<file path="src/sv/esd_pkg.sv">
// ----------------------------------------------------------------------------
// esd_pkg
// shared types and constants for the escape sequence decoder
// ----------------------------------------------------------------------------
package esd_pkg;

    // default depth of the job queue between front and back
    localparam int JOB_DEPTH = 4;

    // one decoded job: up to four number bytes, then an optional plain byte
    typedef struct packed {
        logic [31:0] num;        // numeric value, emitted little-endian
        logic [2:0]  num_bytes;  // fixed byte count when num_min is low
        logic        num_min;    // emit minimal little-endian bytes of num
        logic        tail_en;    // a plain byte follows the number
        logic [7:0]  tail;       // the plain byte
    } t_job;

endpackage

</file>
<file path="src/sv/escape_sequence_decoder.sv">
// ----------------------------------------------------------------------------
// escape_sequence_decoder
// backslash escape decoder with a queue interface on both sides
// ----------------------------------------------------------------------------
// One source byte is taken per clock while full is low. The front decodes
// the byte in the same cycle and, if it yields output, writes one job into a
// P_JOB_DEPTH-entry job queue. The back takes one job at a time and, while
// pop keeps up, sends one result byte per cycle through the output register;
// a byte yields k results (k from 1 to 5). The next job is loaded in the
// cycle its predecessor's last byte leaves, keeping the output at one byte
// per cycle while pop keeps up. From an idle block, the first result of a
// byte passes the job queue, the back's job registers and the output register
// before it shows on the result ports. Input stalls only when the results of
// several bytes pile up faster than they are popped and fill the job queue.
// ----------------------------------------------------------------------------
module escape_sequence_decoder #(
    parameter int P_JOB_DEPTH = esd_pkg::JOB_DEPTH
) (
    input  logic       i_clk,
    input  logic       i_rst_n,
    // source side
    input  logic       push,
    output logic       full,
    input  logic [7:0] i_in_byte,
    input  logic       i_end_of_text,
    // result side
    output logic       empty,
    input  logic       pop,
    output logic [7:0] o_out_byte,
    output logic       o_run_last
);
    import esd_pkg::*;

    logic w_accept;     // source byte transfer
    logic w_job_push;   // front has a job for this byte
    t_job w_job;
    t_job w_head;       // oldest job in the queue
    logic w_q_empty;
    logic w_q_pop;

    // a byte is taken whenever the queue has room, even if it yields nothing
    assign w_accept = push && !full;

    esd_front u_front (
        .i_clk         (i_clk),
        .i_rst_n       (i_rst_n),
        .i_accept      (w_accept),
        .i_in_byte     (i_in_byte),
        .i_end_of_text (i_end_of_text),
        .o_job_push    (w_job_push),
        .o_job         (w_job)
    );

    esd_jobq #(
        .P_DEPTH (P_JOB_DEPTH)
    ) u_jobq (
        .i_clk   (i_clk),
        .i_rst_n (i_rst_n),
        .i_push  (w_job_push),
        .i_job   (w_job),
        .i_pop   (w_q_pop),
        .o_head  (w_head),
        .o_empty (w_q_empty),
        .o_full  (full)
    );

    // back side serializes jobs into result transfers
    esd_back u_back (
        .i_clk      (i_clk),
        .i_rst_n    (i_rst_n),
        .i_head     (w_head),
        .i_q_empty  (w_q_empty),
        .o_q_pop    (w_q_pop),
        .o_empty    (empty),
        .i_pop      (pop),
        .o_out_byte (o_out_byte),
        .o_run_last (o_run_last)
    );

endmodule

</file>
<file path="src/sv/esd_front.sv">
// ----------------------------------------------------------------------------
// esd_front
// accepts source bytes, tracks the escape state and builds at most one job per byte
// ----------------------------------------------------------------------------
module esd_front (
    input  logic          i_clk,
    input  logic          i_rst_n,
    input  logic          i_accept,
    input  logic [7:0]    i_in_byte,
    input  logic          i_end_of_text,
    output logic          o_job_push,
    output esd_pkg::t_job o_job
);
    import esd_pkg::*;

    typedef enum logic [3:0] {
        MODE_NORMAL = 4'd0,
        MODE_ESC    = 4'd1,
        MODE_CTRL   = 4'd2,
        MODE_DEC    = 4'd3,
        MODE_HEX1   = 4'd4,
        MODE_GROUP  = 4'd5,
        MODE_FREE   = 4'd6
    } t_mode;

    localparam logic [7:0]  CH_BSLASH = 8'h5c;
    localparam logic [7:0]  CH_ZERO   = 8'h30;
    localparam logic [7:0]  CH_NINE   = 8'h39;
    localparam logic [31:0] DEC_LIM_D = 32'h0000_0100;
    localparam logic [31:0] DEC_LIM_W = 32'hffff_ffff / 32'd10;
    localparam logic [31:0] FREE_LIM  = 32'h1000_0000;
    localparam logic [7:0]  CTRL_MASK = 8'h1f;

    function automatic logic [4:0] hex_nib(input logic [7:0] b);
        logic [4:0] r;
        r = 5'd0;
        if (b >= 8'h30 && b <= 8'h39) r = {1'b1, 4'(b - 8'h30)};
        else if (b >= 8'h61 && b <= 8'h66) r = {1'b1, 4'(b - 8'h57)};
        else if (b >= 8'h41 && b <= 8'h46) r = {1'b1, 4'(b - 8'h37)};
        return r;
    endfunction

    t_mode       r_mode, n_mode;
    logic [7:0]  r_letter, n_letter;
    logic [31:0] r_acc, n_acc;
    logic [3:0]  r_cnt, n_cnt;

    logic [7:0]  w_b;
    logic        w_eot;
    logic [4:0]  w_hex;
    logic        w_hv;
    logic        w_dig;
    logic        w_first;
    logic        w_ok;
    logic        w_plain;
    logic [3:0]  w_cnt_inc;
    logic [31:0] w_acc_dec;
    logic [31:0] w_acc_hex;
    logic [31:0] w_dec_lim;
    t_job        w_job;

    assign w_b       = i_in_byte;
    assign w_eot     = i_end_of_text;
    assign w_hex     = hex_nib(w_b);
    assign w_hv      = w_hex[4];
    assign w_dig     = (w_b >= CH_ZERO) && (w_b <= CH_NINE);
    assign w_first   = (r_cnt == 4'd0);
    assign w_cnt_inc = (r_cnt == 4'hf) ? 4'hf : r_cnt + 4'd1;
    assign w_acc_dec = (r_acc << 3) + (r_acc << 1) + {28'd0, w_hex[3:0]};
    assign w_acc_hex = {r_acc[27:0], w_hex[3:0]};
    assign w_dec_lim = (r_letter == "d") ? DEC_LIM_D : DEC_LIM_W;

    always_comb begin
        case (r_mode)
            MODE_CTRL: w_ok = (w_b >= 8'h40) && (w_b <= 8'h5f);
            MODE_DEC:  w_ok = w_dig;
            default:   w_ok = w_hv;
        endcase
    end

    always_comb begin
        w_job    = '0;
        w_plain  = 1'b0;
        n_mode   = r_mode;
        n_letter = r_letter;
        n_acc    = r_acc;
        n_cnt    = r_cnt;
        if ((r_mode == MODE_CTRL || r_mode == MODE_DEC || r_mode == MODE_HEX1 ||
             r_mode == MODE_GROUP || r_mode == MODE_FREE) && w_first && !w_ok) begin
            // argument missing: the letter itself, then the byte as text
            w_job.num       = {24'd0, r_letter};
            w_job.num_bytes = 3'd1;
            w_plain         = 1'b1;
        end else begin
            case (r_mode)
                MODE_ESC: begin
                    n_mode      = MODE_NORMAL;
                    w_job.tail_en = 1'b1;
                    case (w_b)
                        "0":     w_job.tail = 8'h00;
                        "a":     w_job.tail = 8'h07;
                        "b":     w_job.tail = 8'h08;
                        "f":     w_job.tail = 8'h0c;
                        "n":     w_job.tail = 8'h0a;
                        "r":     w_job.tail = 8'h0d;
                        "t":     w_job.tail = 8'h09;
                        "v":     w_job.tail = 8'h0b;
                        "c", "d", "D", "x", "y", "X", "Y": begin
                            w_job.tail = w_b;
                            if (!w_eot) begin
                                w_job.tail_en = 1'b0;
                                n_letter      = w_b;
                                n_acc         = '0;
                                n_cnt         = '0;
                                case (w_b)
                                    "c":      n_mode = MODE_CTRL;
                                    "d", "D": n_mode = MODE_DEC;
                                    "x":      n_mode = MODE_HEX1;
                                    "Y":      n_mode = MODE_FREE;
                                    default:  n_mode = MODE_GROUP;
                                endcase
                            end
                        end
                        default: w_job.tail = w_b;
                    endcase
                end
                MODE_CTRL: begin
                    n_mode        = MODE_NORMAL;
                    w_job.tail_en = 1'b1;
                    w_job.tail    = w_b & CTRL_MASK;
                end
                MODE_DEC: begin
                    w_job.num_min = 1'b1;
                    if (w_dig && r_acc < w_dec_lim) begin
                        n_acc = w_acc_dec;
                        n_cnt = w_cnt_inc;
                        if (w_eot) begin
                            w_job.num = w_acc_dec;
                        end else begin
                            w_job.num_min = 1'b0;
                        end
                    end else begin
                        w_job.num = r_acc;
                        w_plain   = 1'b1;
                    end
                end
                MODE_HEX1: begin
                    w_job.num_bytes = 3'd1;
                    if (w_first) begin
                        n_acc = {28'd0, w_hex[3:0]};
                        n_cnt = 4'd1;
                        w_job.num = {28'd0, w_hex[3:0]};
                        if (!w_eot) w_job.num_bytes = 3'd0;
                    end else if (w_hv) begin
                        w_job.num = w_acc_hex;
                        n_mode    = MODE_NORMAL;
                    end else begin
                        w_job.num = r_acc;
                        w_plain   = 1'b1;
                    end
                end
                MODE_GROUP: begin
                    w_job.num_bytes = (r_letter == "y") ? 3'd2 : 3'd4;
                    if (!w_hv) begin
                        w_job.num = r_acc;
                        w_plain   = 1'b1;
                    end else begin
                        n_acc     = w_acc_hex;
                        n_cnt     = w_cnt_inc;
                        w_job.num = w_acc_hex;
                        if (w_cnt_inc >= ((r_letter == "y") ? 4'd4 : 4'd8) || w_eot) begin
                            n_mode = MODE_NORMAL;
                        end else begin
                            w_job.num_bytes = 3'd0;
                        end
                    end
                end
                MODE_FREE: begin
                    w_job.num_min = 1'b1;
                    if (w_hv && r_acc < FREE_LIM) begin
                        n_acc = w_acc_hex;
                        n_cnt = w_cnt_inc;
                        if (w_eot) begin
                            w_job.num = w_acc_hex;
                        end else begin
                            w_job.num_min = 1'b0;
                        end
                    end else begin
                        w_job.num = r_acc;
                        w_plain   = 1'b1;
                    end
                end
                default: w_plain = 1'b1;
            endcase
        end
        if (w_plain) begin
            n_mode = MODE_NORMAL;
            if (w_b == CH_BSLASH && !w_eot) begin
                n_mode = MODE_ESC;
            end else begin
                w_job.tail_en = 1'b1;
                w_job.tail    = w_b;
            end
        end
        if (w_eot) n_mode = MODE_NORMAL;
    end

    assign o_job      = w_job;
    assign o_job_push = i_accept &&
                        (w_job.num_min || w_job.num_bytes != 3'd0 || w_job.tail_en);

    always_ff @(posedge i_clk) begin
        if (!i_rst_n) begin
            r_mode   <= MODE_NORMAL;
            r_letter <= '0;
            r_acc    <= '0;
            r_cnt    <= '0;
        end else if (i_accept) begin
            r_mode   <= n_mode;
            r_letter <= n_letter;
            r_acc    <= n_acc;
            r_cnt    <= n_cnt;
        end
    end

    a_eot_normal: assert property (@(posedge i_clk) disable iff (!i_rst_n)
        (i_accept && i_end_of_text) |=> (r_mode == MODE_NORMAL))
        else $error("mode not normal after end of text");

    a_push_needs_accept: assert property (@(posedge i_clk) disable iff (!i_rst_n)
        o_job_push |-> i_accept)
        else $error("job pushed without an accepted byte");

endmodule

</file>
<file path="src/sv/esd_jobq.sv">
// ----------------------------------------------------------------------------
// esd_jobq
// small job queue between front and back
// ----------------------------------------------------------------------------
module esd_jobq #(
    parameter int P_DEPTH = esd_pkg::JOB_DEPTH
) (
    input  logic          i_clk,
    input  logic          i_rst_n,
    input  logic          i_push,
    input  esd_pkg::t_job i_job,
    input  logic          i_pop,
    output esd_pkg::t_job o_head,
    output logic          o_empty,
    output logic          o_full
);
    import esd_pkg::*;

    localparam int AW = (P_DEPTH > 1) ? $clog2(P_DEPTH) : 1;
    localparam int CW = $clog2(P_DEPTH + 1);
    localparam logic [AW-1:0] LAST = AW'(P_DEPTH - 1);
    localparam logic [CW-1:0] FULL = CW'(P_DEPTH);

    t_job          r_mem [P_DEPTH];
    logic [AW-1:0] r_wr, r_rd;
    logic [CW-1:0] r_cnt;
    logic          w_wr, w_rd;

    assign o_empty = (r_cnt == '0);
    assign o_full  = (r_cnt == FULL);
    assign o_head  = r_mem[r_rd];
    assign w_wr    = i_push && !o_full;
    assign w_rd    = i_pop && !o_empty;

    always_ff @(posedge i_clk) begin
        if (w_wr) r_mem[r_wr] <= i_job;
    end

    always_ff @(posedge i_clk) begin
        if (!i_rst_n) begin
            r_wr  <= '0;
            r_rd  <= '0;
            r_cnt <= '0;
        end else begin
            if (w_wr) r_wr <= (r_wr == LAST) ? '0 : r_wr + 1'b1;
            if (w_rd) r_rd <= (r_rd == LAST) ? '0 : r_rd + 1'b1;
            r_cnt <= r_cnt + CW'(w_wr) - CW'(w_rd);
        end
    end

    a_no_overflow: assert property (@(posedge i_clk) disable iff (!i_rst_n)
        !(i_push && o_full))
        else $error("job pushed into a full queue");

endmodule

</file>
<file path="src/sv/esd_back.sv">
// ----------------------------------------------------------------------------
// esd_back
// serializes jobs into result bytes through an output register
// ----------------------------------------------------------------------------
module esd_back (
    input  logic          i_clk,
    input  logic          i_rst_n,
    input  esd_pkg::t_job i_head,
    input  logic          i_q_empty,
    output logic          o_q_pop,
    output logic          o_empty,
    input  logic          i_pop,
    output logic [7:0]    o_out_byte,
    output logic          o_run_last
);
    import esd_pkg::*;

    logic        r_cur_valid;
    logic [31:0] r_num;
    logic [2:0]  r_left;
    logic        r_tail_en;
    logic [7:0]  r_tail;
    logic        r_out_valid;
    logic [7:0]  r_out_byte;
    logic        r_out_last;

    logic        w_adv;
    logic        w_emit;
    logic [7:0]  w_byte;
    logic        w_last;
    logic        w_load;
    logic [2:0]  w_min_cnt;

    assign w_adv  = !r_out_valid || i_pop;
    assign w_emit = w_adv && r_cur_valid;
    assign w_byte = (r_left != 3'd0) ? r_num[7:0] : r_tail;
    assign w_last = (r_left == 3'd0) || (r_left == 3'd1 && !r_tail_en);
    assign w_load = !i_q_empty && (!r_cur_valid || (w_emit && w_last));

    always_comb begin
        if (i_head.num[31:24] != 8'd0)      w_min_cnt = 3'd4;
        else if (i_head.num[23:16] != 8'd0) w_min_cnt = 3'd3;
        else if (i_head.num[15:8] != 8'd0)  w_min_cnt = 3'd2;
        else                                w_min_cnt = 3'd1;
    end

    always_ff @(posedge i_clk) begin
        if (!i_rst_n) begin
            r_cur_valid <= 1'b0;
            r_left      <= '0;
            r_out_valid <= 1'b0;
        end else begin
            if (w_adv) r_out_valid <= r_cur_valid;
            if (w_load) begin
                r_cur_valid <= 1'b1;
                r_left      <= i_head.num_min ? w_min_cnt : i_head.num_bytes;
            end else if (w_emit) begin
                if (w_last) r_cur_valid <= 1'b0;
                if (r_left != 3'd0) r_left <= r_left - 3'd1;
            end
        end
    end

    always_ff @(posedge i_clk) begin
        if (w_emit) begin
            r_out_byte <= w_byte;
            r_out_last <= w_last;
        end
        if (w_load) begin
            r_num     <= i_head.num;
            r_tail_en <= i_head.tail_en;
            r_tail    <= i_head.tail;
        end else if (w_emit) begin
            r_num <= r_num >> 8;
        end
    end

    assign o_q_pop    = w_load;
    assign o_empty    = !r_out_valid;
    assign o_out_byte = r_out_byte;
    assign o_run_last = r_out_last;

    a_left_range: assert property (@(posedge i_clk) disable iff (!i_rst_n)
        r_cur_valid |-> (r_left <= 3'd4) && (r_left != 3'd0 || r_tail_en))
        else $error("current job has nothing left to emit");

    a_idle_clean: assert property (@(posedge i_clk) disable iff (!i_rst_n)
        (w_emit && w_last && !w_load) |=> !r_cur_valid)
        else $error("job still active after its last byte");

endmodule

</file>
<file path="config.mk">
export PLATFORM = sky130hd
export DESIGN_NAME = escape_sequence_decoder
export DESIGN_NICKNAME = d
export VERILOG_FILES = /design/src/sv/esd_pkg.sv /design/src/sv/escape_sequence_decoder.sv /design/src/sv/esd_front.sv /design/src/sv/esd_jobq.sv /design/src/sv/esd_back.sv
export SDC_FILE = /design/constraint.sdc
export NUM_CORES = 1
export LEC_CHECK = 0
export ABC_AREA = 0
export ABC_CLOCK_PERIOD_IN_PS = 5400
export BUFFER_PORTS_ARGS = -buffer_cell sky130_fd_sc_hd__buf_2
export CAP_MARGIN = 40
export CORE_MARGIN = 2
export CORE_UTILIZATION = 45
export DETAILED_ROUTE_END_ITERATION = 16
export GPL_TIMING_DRIVEN = 0
export PLACE_DENSITY_LB_ADDON = 0.25
export SLEW_MARGIN = 25
export SYNTH_ARGS = -nofsm -noshare
export SYNTH_HDL_FRONTEND = slang
export SYNTH_HIERARCHICAL = 1
export SYNTH_SLANG_ARGS = --single-unit
export TNS_END_PERCENT = 20
</file>
<file path="constraint.sdc">
create_clock -name i_clk -period 5.4 [get_ports i_clk]
set_input_delay 0.54 -clock i_clk [delete_from_list [all_inputs] [get_ports i_clk]]
set_output_delay 0.54 -clock i_clk [all_outputs]
set_load 0.02 [all_outputs]
</file>
# ---- Word level (Yosys, flattened, before mapping)
# Memory sizes are Yosys's and may differ from the RTL's. A register that Yosys moved wholly into a read port is not among the register bits.
# Cells that the tools add are included.
dict set report word_totals {
  word_cells 216
  output_inout_bits 11
  mem_bits_rw 180
  regBits 110
  n_memories 1
  input_bits 13
}
# name words width rd rd_clocked_by_memory_dff wr line
set memory_table {}
lappend memory_table {u_jobq.r_mem 4 45 1 1 1 esd_jobq.sv:24} ;# t_job r_mem [P_DEPTH];
dict set report op_classes {
  eq_ne 40
  n_mux 80
  n_lt_le_gt_ge 11
  n_addsub 11
  n_bitwise 2
  n_reduce_logical 56
}
# cell count
set op_table {}
lappend op_table {{two-way mux 32 bit} 13}
lappend op_table {{one-hot mux 32 bit (5 select lines)} 1}
lappend op_table {{== test 8 x 7 -> 1 bit (second input constant)} 17}
lappend op_table {{one-hot mux 32 bit (4 select lines)} 1}
lappend op_table {{two-way mux 4 bit} 16}
lappend op_table {{one-hot mux 8 bit (8 select lines)} 1}
lappend op_table {{two-way mux 35 bit} 1}
lappend op_table {{adder 32 bit} 1}
lappend op_table {{adder 32 x 4 -> 32 bit} 1}
lappend op_table {{less-than comparator 32 x 29 -> 1 bit (second input constant)} 1}
lappend op_table {{less-than comparator 32 bit} 1}
lappend op_table {{two-way mux 29 bit} 1}
lappend op_table {{two-way mux 3 bit} 9}
lappend op_table {{>= comparator 8 x 7 -> 1 bit (second input constant)} 3}
lappend op_table {{<= comparator 8 x 7 -> 1 bit (second input constant)} 3}
lappend op_table {{nonzero test 8 bit} 3}
lappend op_table {{one-hot mux 4 bit (5 select lines)} 1}
lappend op_table {{two-way mux 9 bit} 2}
lappend op_table {{one-hot mux 9 bit (2 select lines)} 1}
lappend op_table {{logical AND 1 bit} 17}
lappend op_table {{two-way mux 1 bit} 17}
lappend op_table {{one-hot mux 4 bit (4 select lines)} 1}
lappend op_table {{two-way mux 5 bit} 3}
lappend op_table {{== test 4 x 3 -> 1 bit (second input constant)} 3}
lappend op_table {{other kinds (46)} 82}

# ---- Depth between registers and ports, before layout
# Gate-level depths: netlist (run 1).
dict set report depth {
  word_depth 17
  ltp_mapped 20
  ltp_nobuf 19
}

# ---- Cells and area by module
# Netlist (run 1), hierarchy kept.
# mod cells_each instances seq_area_each_um2 area_per_inst_um2
set by_module_without_submodules {}
lappend by_module_without_submodules {esd_front 1029 1 940.9 7223.2}
lappend by_module_without_submodules {esd_jobq 288 1 5585.4 7039.3}
lappend by_module_without_submodules {esd_back 144 1 1601.5 2389.8}
lappend by_module_without_submodules {escape_sequence_decoder 1 1 0.0 13.8}

# ---- Least setup slack after synthesis (run 1)
# OpenSTA, ideal clock, no wires.
dict set report synth_path {
  path_kind {register -> register}
  from {register u_front.r_letter[1]}
  to {memory u_jobq/r_mem[0][0] (netlist bit), enable pin}
  n_path_buf 1
  t_required_ns 4.993
  t_arrival_ns 4.518
  slack_ns 0.476
  period_less_slack_ns 4.924
  path_stages_with_launch 15
  setup_ns 0.407
  path_cell_list {dfxtp_1 -> nand4bb_4 -> nor4_2 -> ha_1 -> nand3_1 -> nor3_1 -> nand3_1 -> a311o_1 -> a41o_4 -> a31o_2 -> nand2_1 -> o41a_1 -> nor2b_1 -> buf_2 -> and2_1}
}
# element line
set synth_rtl {}
lappend synth_rtl {{from (decl)} esd_front.sv:44} ;# logic [7:0] r_letter, n_letter;
lappend synth_rtl {{from (signal assigned)} esd_front.sv:220} ;# r_letter <= n_letter;
lappend synth_rtl {{to (decl)} esd_jobq.sv:24}

==> results of run 1 <==
==> cell type report <==
| cell class | instances | area [µm²] |
|---|---|---|
| fill | 3220 | 17980 |
| buffer | 86 | 462.9 |
| multi-input combinational | 1050 | 8039 |
| clock inverter | 20 | 197.7 |
| tap | 468 | 585.6 |
| clock buffer | 34 | 754.5 |
| inverter | 35 | 131.4 |
| sequential | 291 | 8128 |
| timing repair buffer | 31 | 246.5 |
==> sequential cells by signal, summed over array words and instances (netlist names), 2 cells and up, named ones only <==
register,flops
u_jobq/r_wr,2
u_front/r_acc,32
u_back/r_tail,8
u_jobq/r_cnt,3
u_jobq/r_mem,180
u_front/r_mode,3
u_back/r_left,3
u_back/o_out_byte,8
u_jobq/r_rd,2
u_front/r_letter,8
u_back/r_num,32
u_front/r_cnt,4
==> path summary, 6_finish.rpt <==
check	from	endpoint	slack, ps	depth (start not counted)
worst min-delay path	i_rst_n	u_back/r_out_valid	340	2
worst min register to register	u_front/r_letter[7]	u_front/r_letter[7]	460	2
worst max register to register	u_front/r_letter[1]	u_jobq/r_cnt[2]	420	21
worst max-delay path	i_in_byte[1]	u_jobq/r_mem[2][44]	230	19
==> kinds of logic (layout without fill, tap and decap cells) <==
family,count (synthesis),count (layout),share of synthesized area (%)
AOI/OAI and AO/OA,404,404,16.51
xor gates and xnor gates,26,26,1.366
adders and majority gates,94,94,7.147
buffers and inverters,121,206,3.551
DFF,291,291,48.77
muxes,98,98,9.617
and+or+nand+nor,428,428,13.04
==> layer usage <==
layer	up-vias	global-route usage, %
met5	-	0
met2	567	39.57
met4	0	7.800
li1	5810	-
met3	84	3.183
met1	6356	35.03
==> report_power, final <==
group	switching [mW]	internal, mW	total [mW]
registers	0.121	2.96	3.08
clock network	0.867	1.15	2.02
logic	0.816	0.670	1.49
total	1.80	4.78	6.58
==> through the flow <==
| stage | util, % | total power, mW | hold slack, ps |
|---|---|---|---|
| after floorplan | - | 4.161 | 423.2 |
| after global placement | 47.54 | 4.570 | 442.0 |
| after detailed placement | 47.90 | 4.627 | 444.9 |
| after CTS | 50.59 | 6.645 | 306.9 |
| after global routing | 50.78 | 6.858 | 323.6 |
| final | 50.78 | 6.579 | 335.3 |
==> worst max-delay path, delay by kind of cell <==
kind,cells,cell delay [ps]
adder cells (fa/ha/maj),2,590
AND/OR/NAND/NOR,2,370
AO/OA/AOI/OAI,9,2610
buffers and inverters,4,820
XOR/XNOR,2,520
==> repair_timing <==
action,in CTS,in global routing
pin swaps,1,1
endpoints found under the setup margin,48,78
gates resized for setup,8,12
buffers inserted,0,1
cloned,0,0
hold buffers,0,0
==> cell usage in the layout, fill, tap and decap left out, types with 13 or more instances in the layout <==
master / count
edfxtp_1: 230
nand2_1: 140
a21oi_1: 116
ha_1: 91
nor2_1: 71
o21ai_0: 66
dfxtp_1: 61
clkbuf_1: 55
nand3_1: 52
mux4_2: 40
buf_2: 36
inv_1: 35
mux2_2: 32
clkbuf_16: 29
and2_1: 29
nor3_1: 24
mux2i_1: 21
a22o_1: 17
a31oi_1: 15
a21o_1: 15
nand2b_1: 14
nor4_1: 14
a22oi_1: 14
xnor2_1: 13
o22ai_1: 13
==> run metrics, run 1 <==
global-route wire length before repair 73350 µm; Setup WS post-layout 227.3 ps; fmax 0.1933 GHz; Final Cell Area 18550 µm²; Worst path max stage delay 540 ps; Layout Cells excl Fill 2015; H-tree depth 1; CTS Buffer Depth 3; Metal-1 WL 20870 µm; # clock sinks 291; layout net count 1631; Clock transition at path regs 60 ps; crit end category register; Setup Skew 26.79 ps; top cell type's share of synthesized area 41.44%; ys async rst share 0%; area grow syn2layout 11.28%; TNS Setup 0 ps; routed vias 12820; Hold Violations, Final 0; syn_nets 1569; initial antenna violation count 0; Chip Height 196.4 µm; PD cells 354.8 nW/µm²; Boundary Pins 24; DIE AREA 38590 µm²; Critical-path top delay cell a2111oi_4; drt total wl 47900 µm; final setup vio count 0; antenna viol nets, final 0; WL/cell 23.77 µm; worst slew pin tran 826.0 ps; startpoint types input pin; WS Path Type in2reg; Final Max Slew Viols 0; Num CTS Buffers 29; max_slew headroom 44.51%; vias in the first global route 12220; CP cell instances buf_2 > inv_1 > ha_1 > o21bai_1 > a2111oi_4 > a21oi_2 > clkbuf_2 > clkbuf_2 > nor2_2 > xor2_1 > ha_1 > nand3_1 > a21oi_1 > a221oi_2 > a21oi_1 > o21ai_0 > o221ai_1 > xnor2_1 > o31ai_2; CTS root buf clkbuf_16; Post-DP Area 17490 µm²; n_diodes 0; Port Buf Inserts 22; Period minus WS final 5173 ps; Cells after DPL 1958; fraction of layout cells with a size suffix above 1 14.16%; Seq/Total Area, Yosys 48.77%; Yosys warning total 6; largest cells by area after synthesis edfxtp_1 (41%), dfxtp_1 (7.3%), ha_1 (6.9%), mux4_2 (5.4%), a21oi_1 (3.5%); synth unique cells 93; dpl hpwl 35070 µm; met3 wire len 3547 µm; Die X 196.4 µm; CTS tree built; Synth top cells by count edfxtp_1 (230), nand2_1 (140), a21oi_1 (117), ha_1 (92), nor2_1 (72); most frequent cell after synthesis edfxtp_1; GRT overflow 0; class of the worst hold path in2reg; biggest area consumer among synthesized cells edfxtp_1; status finished clean; DRT Pass-1 Iters 8; initial drt markers 1314; Top FF cell, synth edfxtp_1; Worst Path Arrival 5480 ps; vias per cell 6.361; max layer used met4; Worst Path Max Fanout 10; post-synthesis register bit count 291; DRC 0; required time worst endpoint 5710 ps; Post-synth EDFFs 230; gpl congestion 0.9755; Avg Inst Size Synth 11.40 µm²; Mapped Area 16670 µm²; Peak supply drop 0.2629 mV; largest net degree at the start of global routing 45; max cap viols 0; Place WS -952.1 ps; initial core utilization 45.63%; Tot GR Track Use 24.69%; row count 70; Final period util 95.79%; Leakage 6.559 nW; Syn Inst Count 1462; WL met2 22010 µm; CORE AREA 36520 µm²; clk_lat worst skew 570 ps
Note: power is estimated with default switching activity, not from simulation.
==> run 2, diff against run 1 <==
--- a/config.mk
+++ b/config.mk
@@ -6,10 +6,9 @@
 export NUM_CORES = 1
 export LEC_CHECK = 0
 export ABC_AREA = 0
-export ABC_CLOCK_PERIOD_IN_PS = 5400
+export ABC_CLOCK_PERIOD_IN_PS = 6680
 export BUFFER_PORTS_ARGS = -buffer_cell sky130_fd_sc_hd__buf_2
 export CAP_MARGIN = 40
-export CORE_MARGIN = 2
 export CORE_UTILIZATION = 45
 export DETAILED_ROUTE_END_ITERATION = 16
 export GPL_TIMING_DRIVEN = 0
@@ -19,4 +18,4 @@
 export SYNTH_HDL_FRONTEND = slang
 export SYNTH_HIERARCHICAL = 1
 export SYNTH_SLANG_ARGS = --single-unit
-export TNS_END_PERCENT = 20
+export TNS_END_PERCENT = 10
==> constraint.sdc (replaced) <==
create_clock -name i_clk -period 6.68 [get_ports i_clk]
set_input_delay 0.668 -clock i_clk [delete_from_list [all_inputs] [get_ports i_clk]]
set_output_delay 0.668 -clock i_clk [all_outputs]
set_load 0.02 [all_outputs]
==> run 2 against run 1 <==
Via count shrank 0.49%. Non-clock buffer count shrank 1. Sequential power shrank 19%. Cell count is essentially flat. Clock skew shrank 9.2 ps.
==> run metrics, run 2 (synthesized netlist as in run 1, its figures left out) <==
final setup vio count 0 (unchanged); GRT overflow 0 (unchanged); largest net degree at the start of global routing 33 (-27%); global-route wire length before repair 73260 µm (-0.12%); commonest non-fill, non-tap cell in the layout edfxtp_1; Seq pwr share 46.4% (-0.4 points); Sw Share 26.98% (-0.43 points); # hold bufs at CTS 0 (unchanged); H-tree depth 1 (unchanged); class of the worst hold path reg2reg; Largest regs u_jobq/r_mem: 180 flops, u_back/r_num: 32 flops, u_front/r_acc: 32 flops; Hold Violations, Final 0 (unchanged); n_diodes 0 (unchanged); Fin Hold WS 449.5 ps (+114.2 ps); Leakage 6.529 nW (-0.46%); # clock sinks 291 (unchanged); Final Cell Area 18470 µm² (-0.42%); number of post-CTS setup repair buffers 0 (unchanged); initial core utilization 45.63% (unchanged); Tot GR Track Use 24.97% (+0.28 points); routed vias 12750 (-0.49%); Int Power 3.908 mW (-18%); vias per cell 6.336 (-0.39%); Worst Path Max Fanout 10 (unchanged); Largest register FFs 180 (unchanged); filler cell count 3241 (+0.65%); CTS root buf clkbuf_16; row count 70 (unchanged); Period minus WS final 6156 ps; multi-input logic area 7970 µm² (-0.86%); Sequential Area 8128 µm² (unchanged); clk_lat worst skew 570 ps (about the same); WS Path Type in2reg; Worst path max stage delay 740 ps (+200 ps); max cap viols 0 (unchanged); Final Max Slew Viols 0 (unchanged); antenna viol nets, final 0 (unchanged); fraction of layout cells with a size suffix above 1 12.94% (-1.2 points); initial antenna violation count 0 (unchanged); startpoint types input pin; CP top delay family compound AO/OA/AOI/OAI gates; part of the power in the clock network 31.1% (+0.4 points); Comb pwr share 22.5% (about the same); fmax 0.1624 GHz; post-cts sizing count 0 (-8); dpl hpwl 34730 µm (-0.97%); Boundary Pins 24 (unchanged); Critical-path top delay cell o41ai_1; Chip Height 194.4 µm (-1.0%); WL/cell 23.58 µm (-0.79%); status finished clean; DRT Pass-1 Iters 5 (-3); Clock transition at path regs 70 ps (about the same); area grow syn2layout 10.81%; Num CTS Buffers 29 (unchanged); Port Buf Inserts 22 (unchanged); max_slew headroom 38.62% (-5.9 points); Peak supply drop 0.2619 mV (-0.38%); DRC 0 (unchanged); initial drt markers 1310 (-0.30%); Die X 194.4 µm (-1.0%); drt total wl 47470 µm (-0.89%); Psw 1.444 mW (-20%); commonest non-fill, non-tap cells in the layout edfxtp_1 (230), nand2_1 (140), a21oi_1 (117); CTS tree built; RSZ-0062 raised after global routing false; DIE AREA 37810 µm² (-2.0%); worst slew pin tran 917.2 ps (+91.21 ps); CP cell instances buf_2 > inv_1 > ha_1 > o21bai_1 > a2111oi_4 > a21oi_2 > clkbuf_1 > clkbuf_1 > nor2_1 > a21o_1 > ha_1 > a21oi_1 > o211a_1 > nand4b_1 > a211oi_1 > o221ai_1 > nor4b_1 > o41ai_1 > a22o_1; TNS Setup 0 ps (unchanged); layout net count 1630 (-0.061%); required time worst endpoint 7200 ps (+1490 ps); Post-DP Area 17480 µm² (about the same); PD cells 289.8 nW/µm² (-18%); crit end category register; CORE AREA 36520 µm² (unchanged); gpl congestion 0.9503 (-2.6%); vias in the first global route 12170 (-0.47%); Reg with most FFs u_jobq/r_mem; Final period util 92.15%; Worst Path Arrival 6670 ps (+1190 ps); CP bufs+invs 4 (unchanged); CTS Buffer Depth 3 (unchanged); Setup Skew 17.60 ps (-9.191 ps)
-- run 2: changes by cell type in the layout (fill, tap and decap cells not counted), moves of 4 or more --
cell | before | now
o21ai_1 | 8 | 4
clkbuf_1 | 55 | 60
clkbuf_8 | 2 | 6
clkinv_2 | 8 | 2
o21ai_0 | 66 | 70
-- run 2: path summary, 6_finish.rpt --
path                        from             endpoint  slack, ps  cells past startpoint
min reg2reg  u_front/r_letter[7]  u_front/r_letter[7]        450                      2
max                 i_in_byte[0]    u_front/r_acc[28]        520                     19
min          u_front/r_letter[7]  u_front/r_letter[7]        450                      2
max reg2reg  u_front/r_letter[1]      u_jobq/r_cnt[2]       1500                     21
-- run 2: routing by layer --
metal	vias up	GRT usage [%]	routed length, µm
met5	-	0	0
met1	6326	35.79	21050
met2	518	38.79	21230
met4	0	8.466	1774
met3	98	3.557	3418
li1	5812	-	-
-- run 2: final cells by class --
type | count | area share (%)
tap | 468 | 3.171
inverter | 35 | 0.7114
timing repair buffer | 30 | 1.179
multi-input combinational | 1050 | 43.16
clock buffer | 42 | 4.519
clock inverter | 11 | 0.7588
sequential | 291 | 44.01
buffer | 86 | 2.493
-- run 2: worst reg2reg max path: stages (launching register included) --
cell	delay, ps
dfxtp_1	340
nand4bb_4	260
nor4_4	250
buf_4	260
ha_1	190
nand3_1	70
nor3_1	370
nand3_1	150
a311o_1	400
a41o_4	330
a31o_2	270
nand2_1	210
o41a_1	200
nor2b_1	270
buf_2	250
inv_1	60
ha_1	270
inv_1	40
ha_1	180
fa_1	400
xnor2_1	140
and2_1	150
-- run 2: power by group through the flow --
stage / Combinational [mW] / Clock (mW) / Sequential, mW
after floorplan: 0.846 / 0 / 2.52
after global placement: 1.17 / 0 / 2.53
after detailed placement: 1.21 / 0 / 2.52
after CTS: 1.22 / 1.69 / 2.49
after global routing: 1.30 / 1.75 / 2.51
final: 1.20 / 1.66 / 2.48
-- run 2: stage by stage --
stage	setup slack (ps)	utilization, %	power (mW)	std cells
2_1_floorplan	1756	-	3.364	1462
3_3_place_gp	-193.0	47.54	3.701	1952
3_5_place_dp	162.4	47.86	3.740	1958
4_1_cts	728.1	50.53	5.403	2011
5_1_grt	279.9	50.57	5.563	2013
6_report	524.2	50.57	5.352	2013
